[src/rtl/core/lfdcs_pkg.sv]
// Shared types, constants and helpers of the LED flash digit-code sequencer.
package lfdcs_pkg;

  localparam int QUEUE_DEPTH = 256;
  localparam int PTR_W       = $clog2(QUEUE_DEPTH);
  localparam int MAX_DIGITS  = 8;
  localparam int CODE_DIGITS = (MAX_DIGITS < 8) ? MAX_DIGITS : 8;
  localparam int DIG_IDX_W   = (CODE_DIGITS > 1) ? $clog2(CODE_DIGITS) : 1;
  localparam int DIG_CNT_W   = $clog2(CODE_DIGITS + 1);

  localparam int TICK_W      = 16;
  localparam int STEP_W      = TICK_W + 1;

  localparam int IN_TDATA_W  = 8;
  localparam int OUT_TDATA_W = 24;
  localparam int CFG_INDEX_W = 8;
  localparam int CFG_DATA_W  = 32;

  typedef struct packed {
    logic              level;
    logic [TICK_W-1:0] ticks;
  } step_t;

  typedef enum logic [CFG_INDEX_W-1:0] {
    CFG_PIN_DIGITS   = 8'd0,
    CFG_PIN_LENGTH   = 8'd1,
    CFG_KEEP_ALIVE   = 8'd2,
    CFG_FLASH        = 8'd3,
    CFG_SHORT_PULSE  = 8'd4,
    CFG_GAP          = 8'd5,
    CFG_RESEND       = 8'd6,
    CFG_FORCE_WAIT   = 8'd7
  } cfg_index_t;

  typedef enum logic [3:0] {
    S_IDLE,
    S_TRANS,
    S_POP,
    S_KA,
    S_FLASH,
    S_FORCE,
    S_PRE,
    S_DIGIT,
    S_PULSE,
    S_DGAP,
    S_DONE
  } state_t;

  function automatic logic [TICK_W-1:0] at_least_one(input logic [TICK_W-1:0] t);
    return (t == '0) ? TICK_W'(1) : t;
  endfunction

  function automatic logic [PTR_W-1:0] ptr_inc(input logic [PTR_W-1:0] p);
    return (p == PTR_W'(QUEUE_DEPTH - 1)) ? '0 : p + PTR_W'(1);
  endfunction

endpackage

[src/rtl/core/lfdcs_ram.sv]
// Generic single-write, single-read synchronous RAM with registered read data.
module lfdcs_ram #(
  parameter int WIDTH = 8,
  parameter int DEPTH = 16
) (
  input  logic                     clk,
  input  logic                     wr_en,
  input  logic [$clog2(DEPTH)-1:0] wr_addr,
  input  logic [WIDTH-1:0]         wr_data,
  input  logic                     rd_en,
  input  logic [$clog2(DEPTH)-1:0] rd_addr,
  output logic [WIDTH-1:0]         rd_data
);

  logic [WIDTH-1:0] mem [DEPTH];

  always_ff @(posedge clk) begin
    if (wr_en) begin
      mem[wr_addr] <= wr_data;
    end
    if (rd_en) begin
      rd_data <= mem[rd_addr];
    end
  end

endmodule

[src/rtl/core/led_flash_digit_code_sequencer.sv]
// LED flash digit-code sequencer: tick-driven LED step queue with code expansion.
//
// Each input transaction on the s_ group is one timer tick; s_tdata[0] is the
// button level. For every tick exactly one result transaction leaves on the
// m_ group carrying the LED level and the ticks left in the current step.
// The step queue lives in one synchronous RAM; each tick reads at most one
// step from it, and a refill writes at most one step per cycle into it.
// A tick whose step does not end passes from S_IDLE through S_DONE to the
// result; a pop passes S_TRANS and S_POP, a keep-alive refill S_TRANS, S_KA
// and S_FLASH, and a code refill writes the force wait and, for a non-empty
// code, the preamble, digit pulses and gaps into the queue, one step at a time.
// One tick is in work at a time; s_tready is high while the block waits for a
// tick, also while a result is still held.
// If the receiver stalls, the finished result stays in the output register
// and the next tick finishes only once that result has been taken.
// Configuration writes on the cfg_ group are always accepted and must only be
// issued while no tick is in work. Reset empties the queue, clears the wait
// and keep-alive counters, turns the LED off and loads the default
// configuration; the queue RAM needs no clearing, as only written entries are read.
module led_flash_digit_code_sequencer
  import lfdcs_pkg::*;
(
  input  logic                   clk,
  input  logic                   rst,
  input  logic                   s_tvalid,
  output logic                   s_tready,
  input  logic [IN_TDATA_W-1:0]  s_tdata,   // [0] button_pressed
  output logic                   m_tvalid,
  input  logic                   m_tready,
  output logic [OUT_TDATA_W-1:0] m_tdata,   // [0] led_on, [16:1] wait_left
  input  logic                   cfg_valid,
  output logic                   cfg_ready,
  input  logic [CFG_INDEX_W-1:0] cfg_index,
  input  logic [CFG_DATA_W-1:0]  cfg_data
);

  state_t state, state_next;

  logic [PTR_W-1:0]     rp, wp;
  logic [TICK_W-1:0]    wc;
  logic [7:0]           ka;
  logic                 led;
  logic [DIG_CNT_W-1:0] code_len;
  logic [DIG_IDX_W-1:0] dig_idx;
  logic [3:0]           digit;
  logic [3:0]           pulse_cnt;
  logic                 phase;
  logic [1:0]           pre_cnt;

  logic [31:0]          pin_digits;
  logic [3:0]           pin_length;
  logic [TICK_W-1:0]    ka_off_len;
  logic [TICK_W-1:0]    ka_on_len;
  logic [TICK_W-1:0]    pulse_len;
  logic [23:0]          gap_ticks;
  logic [7:0]           resend_period;
  logic [TICK_W-1:0]    force_wait_ticks;

  logic                 accept;
  logic                 button;
  logic                 out_free;
  logic                 queue_empty;
  logic [DIG_CNT_W-1:0] len_calc;
  logic [31:0]          digits_shifted;
  logic [3:0]           cur_nibble;

  logic                 push_req;
  logic                 push_we;
  step_t                push_step;
  logic [TICK_W-1:0]    push_ticks_raw;
  logic [PTR_W-1:0]     push_addr;
  logic [PTR_W-1:0]     rp_cmp;
  logic                 rd_en;
  step_t                rd_step;

  assign accept      = s_tvalid && s_tready;
  assign button      = s_tdata[0];
  assign s_tready    = (state == S_IDLE);
  assign cfg_ready   = 1'b1;
  assign out_free    = !m_tvalid || m_tready;
  assign queue_empty = (rp == wp);

  assign len_calc = (pin_length > 4'(CODE_DIGITS)) ? DIG_CNT_W'(CODE_DIGITS)
                                                   : DIG_CNT_W'(pin_length);
  assign digits_shifted = pin_digits >> {dig_idx, 2'b00};
  assign cur_nibble     = digits_shifted[3:0];

  lfdcs_ram #(
    .WIDTH(STEP_W),
    .DEPTH(QUEUE_DEPTH)
  ) u_queue (
    .clk    (clk),
    .wr_en  (push_we),
    .wr_addr(push_addr),
    .wr_data(push_step),
    .rd_en  (rd_en),
    .rd_addr(rp),
    .rd_data(rd_step)
  );

  always_comb begin
    state_next = state;
    unique case (state)
      S_IDLE: begin
        if (s_tvalid) begin
          state_next = (button || wc[TICK_W-1:1] == '0) ? S_TRANS : S_DONE;
        end
      end
      S_TRANS: begin
        if (!queue_empty) begin
          state_next = S_POP;
        end else if (ka < resend_period) begin
          state_next = S_KA;
        end else begin
          state_next = S_FORCE;
        end
      end
      S_POP:   state_next = S_DONE;
      S_KA:    state_next = S_FLASH;
      S_FLASH: state_next = S_DONE;
      S_FORCE: state_next = (len_calc == '0) ? S_DONE : S_PRE;
      S_PRE: begin
        if (pre_cnt == 2'd3) begin
          state_next = S_DIGIT;
        end
      end
      S_DIGIT: begin
        if (cur_nibble > 4'd9) begin
          state_next = S_DONE;
        end else if (cur_nibble == 4'd0) begin
          state_next = S_DGAP;
        end else begin
          state_next = S_PULSE;
        end
      end
      S_PULSE: begin
        if (phase && (pulse_cnt + 4'd1 == digit)) begin
          state_next = S_DGAP;
        end
      end
      S_DGAP: begin
        if (DIG_CNT_W'(dig_idx) + DIG_CNT_W'(1) == code_len) begin
          state_next = S_DONE;
        end else begin
          state_next = S_DIGIT;
        end
      end
      S_DONE: begin
        if (out_free) begin
          state_next = S_IDLE;
        end
      end
      default: state_next = S_IDLE;
    endcase
  end

  always_comb begin
    push_req         = 1'b0;
    push_step.level  = 1'b0;
    push_ticks_raw   = pulse_len;
    rd_en            = 1'b0;
    unique case (state) inside
      S_IDLE: begin
        push_req        = accept && button;
        push_step.level = 1'b1;
      end
      S_TRANS: begin
        rd_en = !queue_empty;
      end
      S_KA: begin
        push_req       = 1'b1;
        push_ticks_raw = ka_off_len;
      end
      S_FLASH: begin
        push_req        = 1'b1;
        push_step.level = 1'b1;
        push_ticks_raw  = ka_on_len;
      end
      S_FORCE: begin
        push_req       = 1'b1;
        push_ticks_raw = force_wait_ticks;
      end
      S_PRE: begin
        push_req        = 1'b1;
        push_step.level = !pre_cnt[0];
        push_ticks_raw  = pre_cnt[0] ? TICK_W'(gap_ticks[7:0]) : pulse_len;
      end
      S_PULSE: begin
        push_req        = 1'b1;
        push_step.level = !phase;
        push_ticks_raw  = phase ? TICK_W'(gap_ticks[15:8]) : pulse_len;
      end
      S_DGAP: begin
        push_req       = 1'b1;
        push_ticks_raw = TICK_W'(gap_ticks[23:16]);
      end
      S_POP, S_DIGIT, S_DONE: begin
      end
      default: begin
      end
    endcase
    push_step.ticks = at_least_one(push_ticks_raw);
    push_addr       = (state == S_IDLE) ? '0 : wp;
    rp_cmp          = (state == S_IDLE) ? '0 : rp;
    push_we         = push_req && (ptr_inc(push_addr) != rp_cmp);
  end

  always_ff @(posedge clk) begin
    if (rst) begin
      state            <= S_IDLE;
      rp               <= '0;
      wp               <= '0;
      wc               <= '0;
      ka               <= '0;
      led              <= 1'b0;
      m_tvalid         <= 1'b0;
      pin_digits       <= '0;
      pin_length       <= '0;
      ka_off_len       <= 16'd1000;
      ka_on_len        <= 16'd3;
      pulse_len        <= 16'd4;
      gap_ticks        <= 24'd2491146;
      resend_period    <= 8'd12;
      force_wait_ticks <= 16'd1300;
    end else begin
      state <= state_next;

      if (cfg_valid && cfg_ready) begin
        case (cfg_index)
          CFG_PIN_DIGITS:  pin_digits       <= cfg_data;
          CFG_PIN_LENGTH:  pin_length       <= cfg_data[3:0];
          CFG_KEEP_ALIVE:  ka_off_len       <= cfg_data[TICK_W-1:0];
          CFG_FLASH:       ka_on_len        <= cfg_data[TICK_W-1:0];
          CFG_SHORT_PULSE: pulse_len        <= cfg_data[TICK_W-1:0];
          CFG_GAP:         gap_ticks        <= cfg_data[23:0];
          CFG_RESEND:      resend_period    <= cfg_data[7:0];
          CFG_FORCE_WAIT:  force_wait_ticks <= cfg_data[TICK_W-1:0];
          default: begin
          end
        endcase
      end

      if (push_we) begin
        wp <= ptr_inc(push_addr);
      end

      if (state == S_DONE && out_free) begin
        m_tvalid <= 1'b1;
        m_tdata  <= {{(OUT_TDATA_W - STEP_W){1'b0}}, wc, led};
      end else if (m_tvalid && m_tready) begin
        m_tvalid <= 1'b0;
      end

      case (state)
        S_IDLE: begin
          if (accept) begin
            if (button) begin
              rp <= '0;
              wc <= '0;
              ka <= '0;
              if (!push_we) begin
                wp <= '0;
              end
            end else if (wc != '0) begin
              wc <= wc - TICK_W'(1);
            end
          end
        end
        S_TRANS: begin
          if (queue_empty) begin
            ka <= (ka < resend_period) ? ka + 8'd1 : 8'd0;
          end
        end
        S_POP: begin
          led <= rd_step.level;
          wc  <= rd_step.ticks;
          rp  <= ptr_inc(rp);
        end
        S_FORCE: begin
          code_len <= len_calc;
          pre_cnt  <= 2'd0;
          dig_idx  <= '0;
        end
        S_PRE: begin
          pre_cnt <= pre_cnt + 2'd1;
        end
        S_DIGIT: begin
          digit     <= cur_nibble;
          pulse_cnt <= 4'd0;
          phase     <= 1'b0;
        end
        S_PULSE: begin
          phase <= !phase;
          if (phase) begin
            pulse_cnt <= pulse_cnt + 4'd1;
          end
        end
        S_DGAP: begin
          dig_idx <= dig_idx + DIG_IDX_W'(1);
        end
        default: begin
        end
      endcase
    end
  end

endmodule

[config.mk]
export PLATFORM = sky130hd
export DESIGN_NAME = led_flash_digit_code_sequencer
export DESIGN_NICKNAME = d
export VERILOG_FILES = /design/src/rtl/core/lfdcs_pkg.sv /design/src/rtl/core/lfdcs_ram.sv /design/src/rtl/core/led_flash_digit_code_sequencer.sv
export SDC_FILE = /design/constraint.sdc
export NUM_CORES = 2
export LEC_CHECK = 0
export BUFFER_PORTS_ARGS = -buffer_cell sky130_fd_sc_hd__clkbuf_2
export CORE_ASPECT_RATIO = 0.75
export CORE_MARGIN = 4
export CORE_UTILIZATION = 37
export DETAILED_ROUTE_END_ITERATION = 12
export PLACE_DENSITY = 0.5
export SETUP_SLACK_MARGIN = 0.4
export SYNTH_ARGS = -nofsm -noshare
export SYNTH_HDL_FRONTEND = slang
export SYNTH_MEMORY_MAX_BITS = 65536
export SYNTH_SLANG_ARGS = --single-unit
[constraint.sdc]
create_clock -name clk -period 31.8 [get_ports clk]
set_input_delay 6.36 -clock clk [delete_from_list [all_inputs] [get_ports clk]]
set_output_delay 6.36 -clock clk [all_outputs]
set_load 0.02 [all_outputs]
After elaboration in Yosys (flattened, before gate mapping)
Memory sizes are Yosys's and may differ from the RTL's. A register that Yosys moved wholly into a read port is not among the register bits.
Cells that the tools add are included.
Widths: inputs -> output; s select.
Word-level totals
  flip-flop bits (word level): 213
  memory bits (writable): 4352
  input bits: 53
  output and inout bits: 27
  word-level logic and storage cells: 164
  memories kept: 1
Cells by class
  $add $sub $neg: 8
  order comparisons: 3
  eq/ne operators: 33
  shift-type cells: 1
  multiplexer cells: 48
  bitwise operators: 1
  reduce and logical (&&, ||, !) cells: 47
Memory list
  u_queue.mem: words 256, width 17, read ports 1, clocked after memory_dff 1, wr ports 1, line lfdcs_ram.sv:15  | logic [WIDTH-1:0] mem [DEPTH];
Operator list (number)
  $mux 8: 13
  $mux 16: 6
  $pmux 16 s6: 1
  $mux 4: 10
  $pmux 4 s10: 1
  $eq 8x3->1 const B: 4
  $pmux 16 s2: 1
  $pmux 8 s2: 2
  $shr 32x5->4: 1
  $reduce_and 2->1: 14
  $add 8x1->8 const B: 3
  $eq 4x3->1 const B: 4
  $eq 8x2->1 const B: 2
  $eq 8x8->1 const B: 2
  $logic_not 16->1: 1
  $reduce_bool 16->1: 1
  $sub 16x1->16 const B: 1
  $logic_not 15->1: 1
  $eq 4x4->1 const B: 3
  $logic_not 4->1: 3
  $ne 2x2->1 const B: 6
  $reduce_bool 2->1: 6
  $reduce_and 3->1: 3
  $eq 4x2->1 const B: 2
  30 further kinds: 50

Depth between registers and ports, before layout
  word-level depth: 11
  mapped depth: 18

Hierarchy
Synthesis repeated with hierarchy kept, for this count alone.
Second synthesis, totals
  cell total of the unflattened synthesis: 9009
  area total of the unflattened synthesis: 180022.7 um^2
By module, submodules not included
  lfdcs_ram: times used 1, cells an instance 7797, area each 169874.2 um^2, seq. area each 131195.8 um^2
  led_flash_digit_code_sequencer: times used 1, cells an instance 1212, area each 10148.5 um^2, seq. area each 4614.4 um^2

Least setup slack after synthesis
Ideal clock, no wire load.
  path type: reg-to-reg
  start: reg state[1]
  end: mem u_queue.mem[0][0] (netlist bit), data pin
  arrival: 16300 ps
  data required time: 29611 ps
  path slack: 13311 ps
  stages on the path, launching flop included: 9
  clock period less this slack: 18489 ps
  cells stage by stage: dfxtp_1 -> clkbuf_1 -> clkbuf_1 -> nor4b_1 -> and2_1 -> a222oi_1 -> nand3_1 -> or4_1 -> o21ai_0
RTL lines
  start, declared: line led_flash_digit_code_sequencer.sv:37  | state_t state, state_next;
  start signal, assigned: line led_flash_digit_code_sequencer.sv:226  | state <= state_next;
  end, declared: line lfdcs_ram.sv:15

Worst setup path after layout
  start: in s_tdata[0]
  end: mem u_queue.mem[38][11] (netlist bit) (enable)
Between the ends
  longest elaborated chain between the ends: 5
RTL lines
  start, declared: line led_flash_digit_code_sequencer.sv:27  | input logic [IN_TDATA_W-1:0] s_tdata,
  $logic_and 1x1->1: line led_flash_digit_code_sequencer.sv:164  | push_req = accept && button;
  $pmux 1 s2: line led_flash_digit_code_sequencer.sv:162  | unique case (state) inside
  $logic_and 1x1->1: line led_flash_digit_code_sequencer.sv:205  | push_we = push_req && (ptr_inc(push_addr) != rp_cmp);
  $mux 1: line lfdcs_ram.sv:18  | if (wr_en) begin
  $mux 1 (implied by the code): line lfdcs_ram.sv:19  | mem[wr_addr] <= wr_data;
Every way passes these cells.

==> flow_summary_export.csv <==
group,metric,value,unit
power_and_ir_drop,p_leak,0.0631,uW
timing,finalHoldViolCount,0,
synthesis,synthTopCellsByArea,"edfxtp_1 75%, mux4_2 15%, dfxtp_1 2.0%, a22oi_1 1.8%, a21oi_1 1.0%",
die,dieArea,0.487,mm^2
synthesis,synth.avg_cell_area,21.1,um^2
cts,clockRootBuffer,"clkbuf_16",
critical_path,worstSetupStartpointType,"primary input",
timing,worstMarginPinSlew,1440,ps
cts,postCtsSetupBuffers,0,
route,drt_iter0_drc,11100,
cts,htreeDepth,5,
synthesis,synth_edf_count,4404,
cts,holdBufCountCts,0,
placed_design,place_hpwl,297000,um
cts,cts.clk_slew.worst_paths,60,ps
placed_design,post-place-ws,21060,ps
cts,cts.sinks,4582,
synthesis,syn_area,0.176,mm^2
run,max-cap-violations,0,
global_routing,grt.overflow.total,0,
timing,max-slew-margin-rel,3.29,%
min_path,hold_class,"flop to flop",
critical_path,cpPeakStageDelay,870,ps
synthesis,ys_ff_latch,4582,
timing,finalCriticalPeriod,9690,ps
die,num_rows,219,
final_layout,fin_util,42.3,%
critical_path,path_cells,"clkbuf_2, and3_1, o21bai_1, a32oi_1, o21ai_4, buf_4, nand4bb_1, buf_4, nor2_2",
timing,fin_crit_sh,30.5,%
synthesis,yosysSeqAreaShare,77.1,%
final_layout,area_growth,13.9,%
final_layout,fin_nets,8811,
global_routing,grt_pass1_vias,87100,
critical_path,crit_top_cell,"buf_4",
placed_design,port_buffers,64,
die,fp.dieH,606,um
critical_path,ff2ff_setup_slack,24530,ps
synthesis,synth_warnings,0,
route,finalWirelength,500000,um
timing,setup_violations,0,
timing,setup_ws,22110,ps
cts,cts_buffer_depth,4,
route,drc_errors,0,
min_path,hold_path.startpoint,"ka_on_len[11]",
power_and_ir_drop,power,14100,uW
timing,slew_violations,0,
synthesis,yosysTopAreaCellShare,75.1,%
timing,fin_tns_setup,0,ps
timing,whs,455,ps
final_layout,final_layout_size_suffix_gt1_share,28.0,%
synthesis,yosysTopAreaCell,"edfxtp_1",
route,firstDrtPassIters,8,
synthesis,synth.distinct_cells,83,
route,ant_nets,0,
placed_design,gp_congestion,0.867,
route,vias,88100,
critical_path,critPathSlowestCell,"nor2_2",
min_path,hold_path_end,"ka_on_len[11]",
cts,cts_tree,"done",
critical_path,critPathKind,"primary input to flop",
global_routing,grt_pass1_wl,694000,um
run_status,status,"finished, final reports clean",
power_and_ir_drop,power_density,70.1,mW/mm^2
die,initial_core_util,37.1,%
global_routing,grt_use_total,20.0,%
synthesis,syn_inst,8360,
critical_path,worstRegToRegCells,11,
power_and_ir_drop,vdd_drop_max,0.110,mV
timing,rsz0062_at_grt,"no",
synthesis,async_flop_share,0,%
critical_path,cp-end-kind,"flop",
critical_path,crit_fanout,29,
timing,fmax,103,MHz
critical_path,required,32390,ps
die,io-pin-count,80,
min_path,min_path_cells,2,
cts,cts_resized,0,
critical_path,r2r_end,"u_queue.rd_data[15]",
die,core_area,0.474,mm^2
cts,clk_latency,1040,ps
synthesis,synth_ff_type,"edfxtp_1",
timing,skew,54.7,ps
global_routing,antenna_found_initial,25,
route,vias_per_cell,5.72,
die,fp.dieW,805,um
global_routing,grt_max_degree,167,
cts,cts_made_buffers,440,
critical_path,cp_data_arrival_time,10280,ps
route,wl_per_cell,32.4,um
critical_path,r2r-start,"rp[1]",
[placed cells by master (no fill, tap or decap), types with 17 or more instances in the layout]
master / n
edfxtp_1: 4404
mux4_2: 1142
clkbuf_16: 446
a22oi_1: 419
buf_4: 393
a21oi_1: 356
nand2_1: 332
dfxtp_1: 172
nor2_1: 135
nor3_2: 110
nor2_2: 102
clkinv_1: 100
clkbuf_1: 94
clkinv_2: 72
clkbuf_2: 68
nand3_1: 53
o21ai_0: 49
mux2i_1: 37
bufinv_16: 36
nand3b_1: 30
nor4_1: 29
inv_1: 26
nor3_1: 24
mux2_2: 19
nor4_2: 19
or4_1: 17
[synth_stat cells, types with 14 or more instances]
master / n
clkbuf_1: 312
mux2i_1: 37
a221oi_1: 16
nand3b_1: 30
mux4_2: 1142
nand3_1: 58
nand2_1: 334
or4_1: 17
nor4_1: 47
mux2_2: 19
nor3_1: 136
nor2b_1: 17
xor2_1: 14
o21ai_0: 50
ha_1: 16
inv_1: 26
nand2b_1: 17
nor2_1: 232
a21oi_1: 357
dfxtp_1: 178
buf_1: 50
a22oi_1: 419
buf_2: 159
edfxtp_1: 4404
xnor2_1: 14
[final cells by class]
| class | instances | area, um^2 |
|---|---|---|
| fill | 40900 | 274000 |
| clock buffer | 557 | 11700 |
| timing repair buffer | 473 | 3590 |
| clock inverter | 247 | 2300 |
| tap | 6298 | 7880 |
| multi-input combinational | 3217 | 39200 |
| sequential | 4582 | 136000 |
| antenna | 10 | 25.0 |
| inverter | 28 | 110 |
[worst max-delay path by stage]
stage                    start                   to  slack [ps]  depth (start not counted)
floorplan             state[1]    u_queue.mem[0][0]       13310                          8
global placement    s_tdata[0]   u_queue.mem[22][5]       21110                          9
detailed placement  s_tdata[0]   u_queue.mem[38][0]       21060                          9
CTS                 s_tdata[0]   u_queue.mem[38][7]       22140                          9
global route        s_tdata[0]  u_queue.mem[191][3]       22090                          9
finish              s_tdata[0]  u_queue.mem[38][11]       22110                          9
[sequential cells by signal, indices dropped and copies added, names as in the netlist, 2 cells and up]
signal            flops
pre_cnt               2
ka_off_len           16
digit                 4
ka                    8
state                 4
ka_on_len            16
rp                    8
pulse_cnt             4
u_queue.mem        4352
force_wait_ticks     16
gap_ticks            24
m_tdata              17
pulse_len            16
wc                   16
dig_idx               3
code_len              4
pin_digits           32
wp                    8
pin_length            4
resend_period         8
u_queue.rd_data      17
[where the power goes]
part	leakage [uW]	switching (uW)	internal, uW
clock network	0.00684	2280	2890
registers	0.0445	35.6	7000
logic	0.0117	1290	563
[worst max-delay path: cells and delay by family]
family	cells	cell delay [ps]
simple gates	3	1850
compound gates	3	940
buf+inv	3	1070
[per-stage QoR]
stage	area [um^2]	cells
6_report	201000	15400
5_1_grt	201000	15400
4_1_cts	201000	15400
3_5_place_dp	187000	14600
3_3_place_gp	187000	14600
2_1_floorplan	176000	8366
[metal layers]
metal	up-vias	track usage [%]	routed length [um]
li1	35900	-	-
met1	48000	30.3	222000
met2	3554	30.0	225000
met3	613	4.10	41800
met4	4	4.53	11000
met5	-	0	27
[cell families after synthesis]
group | Yosys count | share of synthesized area, %
buffers and inverters | 567 | 1.37
other | 2 | 0.00426
AO/OA/AOI/OAI | 977 | 3.67
AND/OR/NAND/NOR | 990 | 2.67
adder cells (fa/ha/maj) | 16 | 0.114
flip-flops | 4582 | 77.1
multiplexers | 1198 | 14.9
XOR/XNOR | 28 | 0.139
Note: power is estimated with default switching activity, not from simulation.
